===== config.mk =====
export PLATFORM = sky130hd
export DESIGN_NAME = utf8_to_ascii_folder
export DESIGN_NICKNAME = d
export VERILOG_FILES = /design/src/sv/u2a_pkg.sv /design/src/sv/u2a_front.sv /design/src/sv/u2a_fifo.sv /design/src/sv/u2a_back.sv /design/src/sv/utf8_to_ascii_folder.sv
export SDC_FILE = /design/constraint.sdc
export NUM_CORES = 1
export LEC_CHECK = 0
export BUFFER_PORTS_ARGS = -buffer_cell sky130_fd_sc_hd__buf_2
export CELL_PAD_IN_SITES_DETAIL_PLACEMENT = 1
export CELL_PAD_IN_SITES_GLOBAL_PLACEMENT = 1
export CORE_MARGIN = 1
export CORE_UTILIZATION = 25
export CTS_CLUSTER_SIZE = 10
export DETAILED_ROUTE_END_ITERATION = 8
export PLACE_DENSITY = 0.46
export REMOVE_ABC_BUFFERS = 1
export SLEW_MARGIN = 20
export SYNTH_ARGS = -nofsm -noshare
export SYNTH_HDL_FRONTEND = slang
export SYNTH_SLANG_ARGS = --single-unit

===== constraint.sdc =====
create_clock -name clk -period 9.78 [get_ports clk]
set_input_delay 1.956 -clock clk [delete_from_list [all_inputs] [get_ports clk]]
set_output_delay 1.956 -clock clk [all_outputs]
set_load 0.01 [all_outputs]

===== src/sv/u2a_pkg.sv =====
// Shared types, codes and folding functions for the UTF-8 to ASCII folder.
`timescale 1ns / 1ps

package u2a_pkg;

  // Result status codes
  localparam logic [1:0] STATUS_OK        = 2'd0;
  localparam logic [1:0] STATUS_BAD_LEAD  = 2'd1;
  localparam logic [1:0] STATUS_TRUNCATED = 2'd2;
  localparam logic [1:0] STATUS_UTF16_BOM = 2'd3;

  // Byte constants
  localparam logic [7:0] BYTE_CONT_LO  = 8'h80;
  localparam logic [7:0] BYTE_LEAD2_LO = 8'hc2;
  localparam logic [7:0] BYTE_LEAD_C3  = 8'hc3;
  localparam logic [7:0] BYTE_LEAD3_LO = 8'he0;
  localparam logic [7:0] BYTE_LEAD4_LO = 8'hf0;
  localparam logic [7:0] BYTE_FE       = 8'hfe;
  localparam logic [7:0] BYTE_FF       = 8'hff;
  localparam logic [7:0] BYTE_SPACE    = 8'h20;
  localparam logic [7:0] BYTE_NEWLINE  = 8'h0a;
  localparam logic [7:0] BYTE_DEL      = 8'h7f;

  // Queue between decoder and emitter
  localparam int QUEUE_DEPTH = 4;
  localparam int COUNT_BITS_DEFAULT = 32;
  localparam int TOTAL_BITS = 32;

  // How the emitter turns an op byte into a character
  typedef enum logic [1:0] {
    KIND_ASCII = 2'd0,
    KIND_C3    = 2'd1,
    KIND_REPL  = 2'd2
  } kind_t;

  typedef struct packed {
    logic [7:0] in_byte;
    logic       in_last;
  } item_t;

  typedef struct packed {
    logic                  has_char;
    logic [7:0]            char_out;
    logic [1:0]            status;
    logic                  is_end;
    logic [TOTAL_BITS-1:0] kept_total;
  } result_t;

  // One classified op from decoder to emitter
  typedef struct packed {
    logic       has;
    kind_t      kind;
    logic [7:0] data;
    logic [1:0] status;
    logic       is_end;
  } op_t;

  // Fold a 7-bit byte: lower A-Z; controls other than newline, and DEL, become space
  function automatic logic [7:0] fold_ascii(input logic [7:0] b);
    logic [7:0] r;
    r = b;
    if (b < BYTE_NEWLINE) r = BYTE_SPACE;
    else if (b > BYTE_NEWLINE && b < BYTE_SPACE) r = BYTE_SPACE;
    else if (b >= 8'h41 && b <= 8'h5a) r = b + 8'h20;
    else if (b == BYTE_DEL) r = BYTE_SPACE;
    return r;
  endfunction

  // Transliterate the second byte of a C3 sequence
  function automatic logic [7:0] fold_c3(input logic [7:0] s, input logic [7:0] repl);
    logic [7:0] r;
    r = repl;
    if (s >= 8'h80 && s <= 8'h85) r = 8'h61;
    else if (s >= 8'h88 && s <= 8'h8b) r = 8'h65;
    else if (s >= 8'h8c && s <= 8'h8f) r = 8'h69;
    else if (s >= 8'h92 && s <= 8'h96) r = 8'h6f;
    else if (s >= 8'h99 && s <= 8'h9d) r = 8'h75;
    else if (s >= 8'ha0 && s <= 8'ha5) r = 8'h61;
    else if (s >= 8'ha8 && s <= 8'hab) r = 8'h65;
    else if (s >= 8'hac && s <= 8'haf) r = 8'h69;
    else if (s == 8'hb1) r = 8'h6e;
    else if (s >= 8'hb2 && s <= 8'hb6) r = 8'h6f;
    else if (s >= 8'hb9 && s <= 8'hbc) r = 8'h75;
    return r;
  endfunction

endpackage


===== src/sv/u2a_front.sv =====
// Sequence decoder: tracks UTF-8 framing and turns bytes into emitter ops.
`timescale 1ns / 1ps

module u2a_front (
  input  logic            clk,
  input  logic            rst,
  input  logic            accept,
  input  u2a_pkg::item_t  item,
  output logic            op_push,
  output u2a_pkg::op_t    op
);

  logic [1:0] skip, skip_next;
  logic       await2, await2_next;
  logic       lead_c3, lead_c3_next;
  logic [1:0] pos, pos_next;
  logic [7:0] first_seen, first_seen_next;
  logic       discard, discard_next;

  // Classify the accepted byte and step the framing state
  always_comb begin
    logic [7:0] b;
    logic       bom;
    logic [1:0] st;
    logic       has;
    logic       fin;
    b = item.in_byte;
    bom = 1'b0;
    st = u2a_pkg::STATUS_OK;
    has = 1'b0;
    fin = 1'b0;
    skip_next = skip;
    await2_next = await2;
    lead_c3_next = lead_c3;
    pos_next = pos;
    first_seen_next = first_seen;
    discard_next = discard;
    op = '0;
    op.kind = u2a_pkg::KIND_ASCII;
    op_push = 1'b0;
    if (accept) begin
      if (discard) begin
        // Drop bytes until the end of the stream
        if (item.in_last) begin
          discard_next = 1'b0;
          skip_next = '0;
          await2_next = 1'b0;
          lead_c3_next = 1'b0;
          pos_next = '0;
          first_seen_next = '0;
        end
      end else begin
        if (pos != 2'd2) pos_next = pos + 2'd1;
        if (pos == 2'd0) first_seen_next = b;
        bom = (pos == 2'd1) &&
              ((first_seen == u2a_pkg::BYTE_FE && b == u2a_pkg::BYTE_FF) ||
               (first_seen == u2a_pkg::BYTE_FF && b == u2a_pkg::BYTE_FE));
        if (bom) begin
          st = u2a_pkg::STATUS_UTF16_BOM;
        end else if (skip != 2'd0) begin
          skip_next = skip - 2'd1;
        end else if (await2) begin
          has = 1'b1;
          op.kind = lead_c3 ? u2a_pkg::KIND_C3 : u2a_pkg::KIND_REPL;
          await2_next = 1'b0;
          lead_c3_next = 1'b0;
        end else if (b < u2a_pkg::BYTE_CONT_LO) begin
          has = 1'b1;
        end else if (b < u2a_pkg::BYTE_LEAD2_LO) begin
          st = u2a_pkg::STATUS_BAD_LEAD;
        end else if (b < u2a_pkg::BYTE_LEAD3_LO) begin
          await2_next = 1'b1;
          lead_c3_next = (b == u2a_pkg::BYTE_LEAD_C3);
        end else if (b < u2a_pkg::BYTE_LEAD4_LO) begin
          skip_next = 2'd2;
        end else begin
          skip_next = 2'd3;
        end
        if (st == u2a_pkg::STATUS_OK && item.in_last &&
            (skip_next != 2'd0 || await2_next)) begin
          st = u2a_pkg::STATUS_TRUNCATED;
        end
        fin = (st != u2a_pkg::STATUS_OK) || item.in_last;
        if (st != u2a_pkg::STATUS_OK) discard_next = 1'b1;
        // End of stream: start the next one clean
        if (item.in_last) begin
          discard_next = 1'b0;
          skip_next = '0;
          await2_next = 1'b0;
          lead_c3_next = 1'b0;
          pos_next = '0;
          first_seen_next = '0;
        end
        op.has = has;
        op.data = b;
        op.status = st;
        op.is_end = fin;
        op_push = has || fin;
      end
    end
  end

  // Hold framing state
  always_ff @(posedge clk) begin
    if (rst) begin
      skip <= '0;
      await2 <= 1'b0;
      lead_c3 <= 1'b0;
      pos <= '0;
      first_seen <= '0;
      discard <= 1'b0;
    end else begin
      skip <= skip_next;
      await2 <= await2_next;
      lead_c3 <= lead_c3_next;
      pos <= pos_next;
      first_seen <= first_seen_next;
      discard <= discard_next;
    end
  end

  // A lead of a two-byte sequence and a skip run never coexist
  a_no_overlap: assert property (@(posedge clk) disable iff (rst)
    !(await2 && skip != 2'd0))
    else $error("two-byte wait and skip run both active");

  // C3 flag only ever set alongside a pending second byte
  a_c3_with_wait: assert property (@(posedge clk) disable iff (rst)
    lead_c3 |-> await2)
    else $error("C3 flag without pending second byte");

  // Errors always close the stream on the op that reports them
  a_err_ends: assert property (@(posedge clk) disable iff (rst)
    op_push && op.status != u2a_pkg::STATUS_OK |-> op.is_end)
    else $error("error op not marked as end");

endmodule


===== src/sv/u2a_fifo.sv =====
// Short op queue between the decoder and the emitter.
`timescale 1ns / 1ps

module u2a_fifo (
  input  logic          clk,
  input  logic          rst,
  input  logic          wr_en,
  input  u2a_pkg::op_t  wr_data,
  output logic          full,
  input  logic          rd_en,
  output u2a_pkg::op_t  rd_data,
  output logic          empty
);

  localparam int PTR_BITS = $clog2(u2a_pkg::QUEUE_DEPTH);

  u2a_pkg::op_t mem [u2a_pkg::QUEUE_DEPTH];
  logic [PTR_BITS-1:0] wr_ptr;
  logic [PTR_BITS-1:0] rd_ptr;
  logic [PTR_BITS:0]   count;

  assign full    = (count == (PTR_BITS + 1)'(u2a_pkg::QUEUE_DEPTH));
  assign empty   = (count == '0);
  assign rd_data = mem[rd_ptr];

  // Store a beat at the write pointer
  always_ff @(posedge clk) begin
    if (wr_en) mem[wr_ptr] <= wr_data;
  end

  // Advance pointers and occupancy
  always_ff @(posedge clk) begin
    if (rst) begin
      wr_ptr <= '0;
      rd_ptr <= '0;
      count <= '0;
    end else begin
      if (wr_en) wr_ptr <= wr_ptr + PTR_BITS'(1);
      if (rd_en) rd_ptr <= rd_ptr + PTR_BITS'(1);
      case ({wr_en, rd_en})
        2'b10:   count <= count + (PTR_BITS + 1)'(1);
        2'b01:   count <= count - (PTR_BITS + 1)'(1);
        default: count <= count;
      endcase
    end
  end

  a_no_overflow: assert property (@(posedge clk) disable iff (rst)
    wr_en |-> !full)
    else $error("queue write while full");

  a_no_underflow: assert property (@(posedge clk) disable iff (rst)
    rd_en |-> !empty)
    else $error("queue read while empty");

endmodule


===== src/sv/u2a_back.sv =====
// Emitter: folds queued ops into characters, keeps the count, holds the result.
`timescale 1ns / 1ps

module u2a_back #(
  parameter int COUNT_BITS = u2a_pkg::COUNT_BITS_DEFAULT
) (
  input  logic              clk,
  input  logic              rst,
  input  logic              cfg_we,
  input  logic [7:0]        cfg_data,
  input  u2a_pkg::op_t      op,
  input  logic              op_empty,
  output logic              op_pop,
  output u2a_pkg::result_t  result,
  output logic              empty,
  input  logic              pop
);

  logic [7:0]            repl;
  logic [COUNT_BITS-1:0] kept;
  logic [COUNT_BITS-1:0] kept_next;
  logic                  valid;
  u2a_pkg::result_t      res_next;

  assign op_pop = !op_empty && (!valid || pop);
  assign empty  = !valid;

  // Build the result for the head op
  always_comb begin
    logic [7:0] ch;
    case (op.kind)
      u2a_pkg::KIND_ASCII: ch = u2a_pkg::fold_ascii(op.data);
      u2a_pkg::KIND_C3:    ch = u2a_pkg::fold_c3(op.data, repl);
      u2a_pkg::KIND_REPL:  ch = repl;
      default:             ch = repl;
    endcase
    kept_next = kept;
    if (op.has && kept != '1) kept_next = kept + COUNT_BITS'(1);
    res_next.has_char = op.has;
    res_next.char_out = op.has ? ch : 8'h00;
    res_next.status   = op.status;
    res_next.is_end   = op.is_end;
    res_next.kept_total = '0;
    if (op.is_end) begin
      if (kept_next > COUNT_BITS'({u2a_pkg::TOTAL_BITS{1'b1}})) begin
        res_next.kept_total = '1;
      end else begin
        res_next.kept_total = u2a_pkg::TOTAL_BITS'(kept_next);
      end
    end
  end

  // Hold the replacement register
  always_ff @(posedge clk) begin
    if (rst) repl <= 8'h00;
    else if (cfg_we) repl <= cfg_data;
  end

  // Advance count and output register
  always_ff @(posedge clk) begin
    if (rst) begin
      kept <= '0;
      valid <= 1'b0;
    end else begin
      if (op_pop) begin
        kept <= op.is_end ? '0 : kept_next;
        valid <= 1'b1;
      end else if (pop) begin
        valid <= 1'b0;
      end
    end
  end

  always_ff @(posedge clk) begin
    if (op_pop) result <= res_next;
  end

  a_mid_stream_clean: assert property (@(posedge clk) disable iff (rst)
    valid && !result.is_end |->
      result.status == u2a_pkg::STATUS_OK && result.kept_total == '0)
    else $error("mid-stream result carries status or total");

  a_no_empty_result: assert property (@(posedge clk) disable iff (rst)
    valid && !result.has_char |-> result.is_end)
    else $error("result with neither character nor end");

  a_hold_stalled: assert property (@(posedge clk) disable iff (rst)
    valid && !pop |=> valid && $stable(result))
    else $error("stalled result changed");

endmodule


===== src/sv/utf8_to_ascii_folder.sv =====
// Top level of the UTF-8 to ASCII folder: decoder, op queue and emitter.
`timescale 1ns / 1ps

// Usage:
//   Input side is a queue write port: drive item (byte and last flag) and push;
//   a beat is taken on an edge with push high and full low. One byte per clock
//   is accepted while the internal op queue has room.
//   Result side is a queue read port: while empty is low the oldest result is
//   on result; raise pop to take it. Bytes that keep no character and do not
//   close the stream produce no result.
//   Configuration: one write channel (cfg_valid/cfg_ready/cfg_data) sets the
//   replacement byte; cfg_ready is always high. Write it only while idle.
//   Results pass through the 4-beat op queue into the output register.
//   Throughput: one byte per clock while the queue has room, set by the
//   combinational decoder step and the one-result-per-clock emitter.
//   If the receiver stalls, the output register holds and the queue fills;
//   full rises once four ops are waiting, and input stalls until pop.
//   Reset (rst, synchronous) clears the stream state, the queue, the count
//   and sets the replacement byte to zero.
module utf8_to_ascii_folder #(
  parameter int COUNT_BITS = u2a_pkg::COUNT_BITS_DEFAULT
) (
  input  logic              clk,
  input  logic              rst,
  input  u2a_pkg::item_t    item,
  input  logic              push,
  output logic              full,
  output u2a_pkg::result_t  result,
  output logic              empty,
  input  logic              pop,
  input  logic              cfg_valid,
  output logic              cfg_ready,
  input  logic [7:0]        cfg_data
);

  logic         accept;
  logic         op_push;
  u2a_pkg::op_t op_in;
  u2a_pkg::op_t op_out;
  logic         op_empty;
  logic         op_pop;

  assign accept    = push && !full;
  assign cfg_ready = 1'b1;

  u2a_front u_front (
    .clk     (clk),
    .rst     (rst),
    .accept  (accept),
    .item    (item),
    .op_push (op_push),
    .op      (op_in)
  );

  u2a_fifo u_fifo (
    .clk     (clk),
    .rst     (rst),
    .wr_en   (op_push),
    .wr_data (op_in),
    .full    (full),
    .rd_en   (op_pop),
    .rd_data (op_out),
    .empty   (op_empty)
  );

  u2a_back #(
    .COUNT_BITS (COUNT_BITS)
  ) u_back (
    .clk      (clk),
    .rst      (rst),
    .cfg_we   (cfg_valid && cfg_ready),
    .cfg_data (cfg_data),
    .op       (op_out),
    .op_empty (op_empty),
    .op_pop   (op_pop),
    .result   (result),
    .empty    (empty),
    .pop      (pop)
  );

endmodule

Word level (Yosys, flattened, before mapping)
Memory sizes are Yosys's and may differ from the RTL's. A register that Yosys moved wholly into a read port is not among the register bits.
Cells that the tools add are included.

operators by class
  add/subtract/negate cells = 8
  $lt $le $gt $ge = 30
  eq/ne operators = 19
  muxes and demuxes = 92
  reduce and logical (&&, ||, !) cells = 44

operators with widths
  kind                   count
  $mux 8                 19
  $mux 32                3
  $ge 8x8->1 const B     10
  $le 8x8->1 const B     10
  $mux 2                 29
  $eq 8x8->1 const B     6
  $mux 1                 37
  $add 32x1->32 const B  1
  $gt 32x32->1 const B   1
  $lt 8x8->1 const B     4
  $ne 32x32->1 const B   1
  $mux 14                2
  $logic_and 1x1->1      20
  $pmux 8 s2             1
  $reduce_bool 2->1      7
  $add 8x6->8 const B    1
  $eq 8x7->1 const B     1
  $ge 8x7->1 const B     1
  $gt 8x4->1 const B     1
  $le 8x7->1 const B     1
  $lt 8x4->1 const B     1
  $lt 8x6->1 const B     1
  $ne 2x2->1 const B     4
  $reduce_and 7->1       1
  other kinds (16)       30

word-level totals
  bits in registers = 107
  memory bits (writable) = 56
  input port bits = 22
  word-level logic and storage cells = 211
  memories kept = 1

memories
  memory      words  width  read ports  clocked after Yosys merged registers in  write ports  line            text
  u_fifo.mem  4      14     1           1                                        1            u2a_fifo.sv:17  u2a_pkg::op_t mem [u2a_pkg::QUEUE_DEPTH];

Longest topological paths before layout
  word-level depth = 23
  depth in mapped cells = 14
  depth with buffers taken out = 14

Hierarchy
A second synthesis with hierarchy kept.

unflattened totals
  cells, all modules = 799
  area, all modules = 8470.6 µm²

modules (own cells, without submodules)
  module                times used  cells an instance  area an instance (µm²)  sequential area each (µm²)
  u2a_back              1           547                4993.5                  2142.1
  u2a_fifo              1           120                2482.4                  1861.8
  u2a_front             1           129                969.7                   300.3
  utf8_to_ascii_folder  1           3                  25.0                    0.0

Worst setup path after synthesis
No wires, ideal clock.

  path type = input -> register
  start = input port pop
  end = register u_fifo.count[2]
  library setup time = 0.071 ns
  arrival = 5.118 ns
  setup slack = 4.591 ns
  stages = 10
  path buffers = 1
  path through = inv_1 > a21o_1 > inv_1 > clkbuf_1 > ha_1 > inv_1 > fa_1 > xor2_1 > or3_1 > a21oi_1

on the way
  word-level cells in the longest chain between the ends = 4
  elaborated cells on any way between the ends = 6

ends and longest elaborated chain
  item                                             line                        text
  from (decl)                                      utf8_to_ascii_folder.sv:30  input logic pop,
  $logic_or 1x1->1 (*)                             u2a_back.sv:25              assign op_pop = !op_empty && (!valid || pop);
  $logic_and 1x1->1 (*)                            u2a_back.sv:25
  via op_pop                                       utf8_to_ascii_folder.sv:41  logic op_pop;
  $eq 2x1->1 or $eq 2x2->1 (tied branches)         u2a_fifo.sv:40              case ({wr_en, rd_en})
  $pmux 3 s2 or $reduce_bool 2->1 (tied branches)  --
  to (signal assigned)                             u2a_fifo.sv:41              2'b10: count <= count + (PTR_BITS + 1)'(1);
  to (signal assigned)                             u2a_fifo.sv:42              2'b01: count <= count - (PTR_BITS + 1)'(1);
  to (signal assigned)                             u2a_fifo.sv:43              default: count <= count;
  to (decl)                                        u2a_fifo.sv:20              logic [PTR_BITS:0] count;

Mark *: on every way through the listed nets, which the timed path passes. The rest lies on a longest branch.
A chain may end at the register's enable or synchronous reset.

Worst setup path in the final report
  start = input port pop
  end = register u_back.kept[12]

on the way
  word-level cells in the longest chain between the ends = 2

ends and longest elaborated chain
  item                  line            text
  $logic_or 1x1->1      u2a_back.sv:25
  $logic_and 1x1->1     u2a_back.sv:25
  to (signal assigned)  u2a_back.sv:66  kept <= op.is_end ? '0 : kept_next;
  to (decl)             u2a_back.sv:20  logic [COUNT_BITS-1:0] kept;

No other way between the ends.

==> impl_summary.log <==
[metrics] result of the run: completed
[metrics] count of placed standard cells in the final layout, fillers left out: 1,282
[metrics] min cycle time layout: 4.44 ns
[metrics] pin count of the biggest net entering global routing: 38
[metrics] Power Dens Cells: 268 nW/um^2
[metrics] summed instance area of the synthesized netlist: 8200 sq um
[metrics] Final Cell Area: 9570 sq um
[metrics] I/O pin cnt: 69
[metrics] row count: 65
[metrics] GRT Residual Overflow: 0
[metrics] average wire per standard cell: 16.9 um
[metrics] Via Count: 6,089
[metrics] final-stage net count: 870
[metrics] Arr. time, crit path: 4.80 ns
[metrics] global-route wire length before repair: 35,600 um
[metrics] Final Slew Violations: 0
[metrics] fraction of layout instances using a drive strength above 1: 16.4%
[metrics] overall fraction of global-route tracks in use: 13.5%
[metrics] core box area: 31,900 sq um
[metrics] final estimated routing congestion in global placement: 0.747
[metrics] drc violations: 0
[metrics] setup skew after layout: 0.0126 ns
[metrics] sequential area share after synthesis: 52.5%
[metrics] classification of the worst-slack hold path: reg2reg
[metrics] Peak VDD IR: 0.161 mV
[metrics] Post CTS Setup Buffer Count: 0
[metrics] Tightest Pin Transition: 0.965 ns
[metrics] Post-Place Cell Area: 8940 sq um
[metrics] count of H-tree levels built during CTS: 4
[metrics] synthesized instance count: 784
[metrics] effective utilization at floorplan: 25.7%
[metrics] unrepaired setup endpoints after global routing: no
[metrics] iteration count of the initial detailed-routing pass: 4
[metrics] Inserted Diodes: 0
[metrics] DRT iter0 DRCs: 303
[metrics] static leakage power: 3.36 nW
[metrics] Synth async-reset ratio: 0%
[metrics] final hold violation count: 0
[metrics] number of global-route vias before repair: 6,368
[metrics] flip-flop cell with the highest count after synthesis: sky130_fd_sc_hd__edfxtp_1
[metrics] critical path type: in2reg
[metrics] Max Clock Freq: 0.225 GHz
[metrics] CTS-repair resized insts: 0
[metrics] clock tree from TritonCTS: done
[metrics] # port buffers: 67
[metrics] reported max-cap violation count: 0
[metrics] Yosys warning total: 0
[metrics] Max Root-Sink Buffers: 2
[metrics] number of failing setup endpoints in the final timing report: 0
[metrics] kind of launch point of the worst setup path: input pin
[metrics] layout filler cell count: 3,633
[metrics] required time at the endpoint of the critical path: 10.14 ns
[metrics] Area Overhead vs Synth: 16.7%
[metrics] routed wire length: 21,600 um
[metrics] worst skew pair latency: 0.44 ns
[metrics] root buffer cell: sky130_fd_sc_hd__clkbuf_16
[metrics] Die Height: 183 um
[metrics] Clock Pin Slew Worst Setup and Hold Paths: 0.07 ns
[metrics] element type at the critical path end: flop
[metrics] relative slew slack: 35.6%
[metrics] Avg Vias per Cell: 4.75
[metrics] part of the cycle the worst path needs: 45.4%
[metrics] setup total negative slack: 0 ns
[metrics] number of antenna violations at the first check in global routing: 0
[metrics] number of enable-type register cells in the synthesized netlist: 100
[metrics] number of hold buffers added after cts: 0
[metrics] library cells used by synthesis: 78
[metrics] post-layout power: 2.57 mW
[metrics] die boundary width: 183 um
[metrics] worst-path fanout max: 30
[metrics] die footprint: 33,500 sq um
[metrics] average footprint of a synthesized cell: 10.5 sq um
[metrics] Inserted Clock Buffers: 17
[metrics] number of clock sinks: 165
[metrics] Detail Route Antenna Nets: 0
[metrics] number of storage elements in the synthesis netlist: 165
[metrics] hpwl dp: 14,600 um
[metrics] placed cells: 1,249
[cells in the mapped netlist, types with 3 or more instances]
master	count	area, sq um
sky130_fd_sc_hd__a21oi_1	43	215
sky130_fd_sc_hd__a22o_1	3	26.3
sky130_fd_sc_hd__a22oi_1	9	67.6
sky130_fd_sc_hd__a31oi_1	18	113
sky130_fd_sc_hd__and2_1	9	56.3
sky130_fd_sc_hd__and3_1	23	144
sky130_fd_sc_hd__and4_1	3	26.3
sky130_fd_sc_hd__buf_1	3	11.3
sky130_fd_sc_hd__buf_2	7	35.0
sky130_fd_sc_hd__clkbuf_1	28	105
sky130_fd_sc_hd__dfxtp_1	65	1300
sky130_fd_sc_hd__edfxtp_1	100	3000
sky130_fd_sc_hd__ha_1	13	163
sky130_fd_sc_hd__inv_1	29	109
sky130_fd_sc_hd__mux2_2	4	45.0
sky130_fd_sc_hd__mux2i_1	15	150
sky130_fd_sc_hd__mux4_2	12	270
sky130_fd_sc_hd__nand2_1	56	210
sky130_fd_sc_hd__nand2b_1	3	18.8
sky130_fd_sc_hd__nand3_1	34	170
sky130_fd_sc_hd__nand4_1	16	100
sky130_fd_sc_hd__nor2_1	98	368
sky130_fd_sc_hd__nor2b_1	8	50.1
sky130_fd_sc_hd__nor3_1	12	60.1
sky130_fd_sc_hd__nor4_2	4	50.1
sky130_fd_sc_hd__o21a_1	4	30.0
sky130_fd_sc_hd__o21ai_0	38	190
sky130_fd_sc_hd__o21ai_1	7	35.0
sky130_fd_sc_hd__o31ai_1	6	45.0
sky130_fd_sc_hd__or3_1	16	100
sky130_fd_sc_hd__xnor2_1	15	131
sky130_fd_sc_hd__xor2_1	22	193
[worst paths after layout]
kind                                                           end  slack, ns  depth (start not counted)                                from
worst max register to register     u_back.result[40]$_SDFFCE_PN0P_       5.93                         10                                flop
worst min-delay path            u_front.first_seen[7]$_SDFFE_PP0P_       0.46                          2  u_front.first_seen[7]$_SDFFE_PP0P_
worst max-delay path                  u_back.kept[12]$_SDFFE_PP0P_       5.34                          8                                 pop
worst min register to register  u_front.first_seen[7]$_SDFFE_PP0P_       0.46                          2  u_front.first_seen[7]$_SDFFE_PP0P_
[placed cells by master (no fill, tap or decap), types with 3 or more instances in the layout]
| cell type | instances |
|---|---|
| sky130_fd_sc_hd__xor2_1 | 22 |
| sky130_fd_sc_hd__nand4_1 | 16 |
| sky130_fd_sc_hd__clkbuf_16 | 17 |
| sky130_fd_sc_hd__nor2b_1 | 8 |
| sky130_fd_sc_hd__xnor2_1 | 15 |
| sky130_fd_sc_hd__nand3_1 | 34 |
| sky130_fd_sc_hd__inv_6 | 4 |
| sky130_fd_sc_hd__buf_4 | 5 |
| sky130_fd_sc_hd__or3_1 | 16 |
| sky130_fd_sc_hd__o21ai_0 | 38 |
| sky130_fd_sc_hd__and4_1 | 3 |
| sky130_fd_sc_hd__nor3_1 | 12 |
| sky130_fd_sc_hd__o21a_1 | 4 |
| sky130_fd_sc_hd__mux2i_1 | 15 |
| sky130_fd_sc_hd__nand2b_1 | 3 |
| sky130_fd_sc_hd__o21ai_1 | 6 |
| sky130_fd_sc_hd__nand2_1 | 56 |
| sky130_fd_sc_hd__and3_1 | 23 |
| sky130_fd_sc_hd__bufinv_16 | 3 |
| sky130_fd_sc_hd__mux2_2 | 4 |
| sky130_fd_sc_hd__and2_1 | 9 |
| sky130_fd_sc_hd__a21oi_1 | 43 |
| sky130_fd_sc_hd__a31oi_1 | 18 |
| sky130_fd_sc_hd__ha_1 | 13 |
| sky130_fd_sc_hd__dfxtp_1 | 65 |
| sky130_fd_sc_hd__o31ai_1 | 6 |
| sky130_fd_sc_hd__buf_2 | 67 |
| sky130_fd_sc_hd__a22oi_1 | 9 |
| sky130_fd_sc_hd__nor4_2 | 4 |
| sky130_fd_sc_hd__inv_1 | 28 |
| sky130_fd_sc_hd__edfxtp_1 | 100 |
| sky130_fd_sc_hd__a22o_1 | 3 |
| sky130_fd_sc_hd__mux4_2 | 12 |
| sky130_fd_sc_hd__nor2_1 | 98 |
[final cells by class]
type / instances / area [sq um] / area share [%]
clock inverters: 14 / 174 / 1.82
flip-flops and latches: 165 / 4300 / 45.0
well taps: 435 / 544 / 5.69
inverters: 30 / 113 / 1.18
repair buffers: 73 / 400 / 4.18
multi-input cells: 547 / 3610 / 37.7
clock buffers: 18 / 429 / 4.48
[power by group]
group          internal [mW]  total, mW  leakage, nW  switching (mW)
Clock                  0.406      0.708        0.293           0.302
Combinational          0.293      0.904         1.59           0.611
Sequential             0.904      0.955         1.48          0.0513
Total                   1.60       2.57         3.36           0.965
[worst max-delay path, stage by stage]
cell and delay [ns]:
sky130_fd_sc_hd__buf_2 0.07, sky130_fd_sc_hd__inv_1 0.04, sky130_fd_sc_hd__a21o_1 0.40, sky130_fd_sc_hd__inv_2 0.60, sky130_fd_sc_hd__buf_4 0.45, sky130_fd_sc_hd__nand2_1 0.55, sky130_fd_sc_hd__or3_1 0.53, sky130_fd_sc_hd__a31oi_1 0.16
[routing by layer]
| metal | vias to the layer above | part of all wire, % | track usage (%) |
|---|---|---|---|
| li1 | 2980 | - | - |
| met1 | 3005 | 51 | 18.9 |
| met2 | 95 | 45 | 21.2 |
| met3 | 9 | 3.2 | 2.74 |
| met4 | 0 | 0.67 | 3.30 |
| met5 | - | 0 | 0 |
[cells by family after synthesis]
logic type	synth area share, %
DFF	52.5
AOI/OAI and AO/OA	13.1
other	0.0457
adders and majority gates	2.23
muxes	5.68
and+or+nand+nor	18.9
buffers and inverters	3.68
xor gates and xnor gates	3.95
[stage by stage]
stage               worst slack, ns  util [%]  hold slack, ns
floorplan                      5.03         -           0.426
global placement               4.77      28.0           0.445
detailed placement             4.73      28.0           0.450
CTS                            5.19      29.9           0.461
global route                   5.01      30.0           0.470
finish                         5.34      30.0           0.458
[flip-flops by register name, summed over array words and instances, names as in the netlist, named ones only]
| name | flops |
|---|---|
| u_fifo.mem | 56 |
| u_back.kept | 32 |
| u_front.await2 | 1 |
| u_front.first_seen | 8 |
| u_front.pos | 2 |
| u_front.lead_c3 | 1 |
| u_back.repl | 8 |
| u_fifo.rd_ptr | 2 |
| u_back.valid | 1 |
| u_back.result | 44 |
| u_fifo.wr_ptr | 2 |
| u_fifo.count | 3 |
| u_front.discard | 1 |
| u_front.skip | 2 |
No activity file was read; power rests on OpenSTA's default activity.
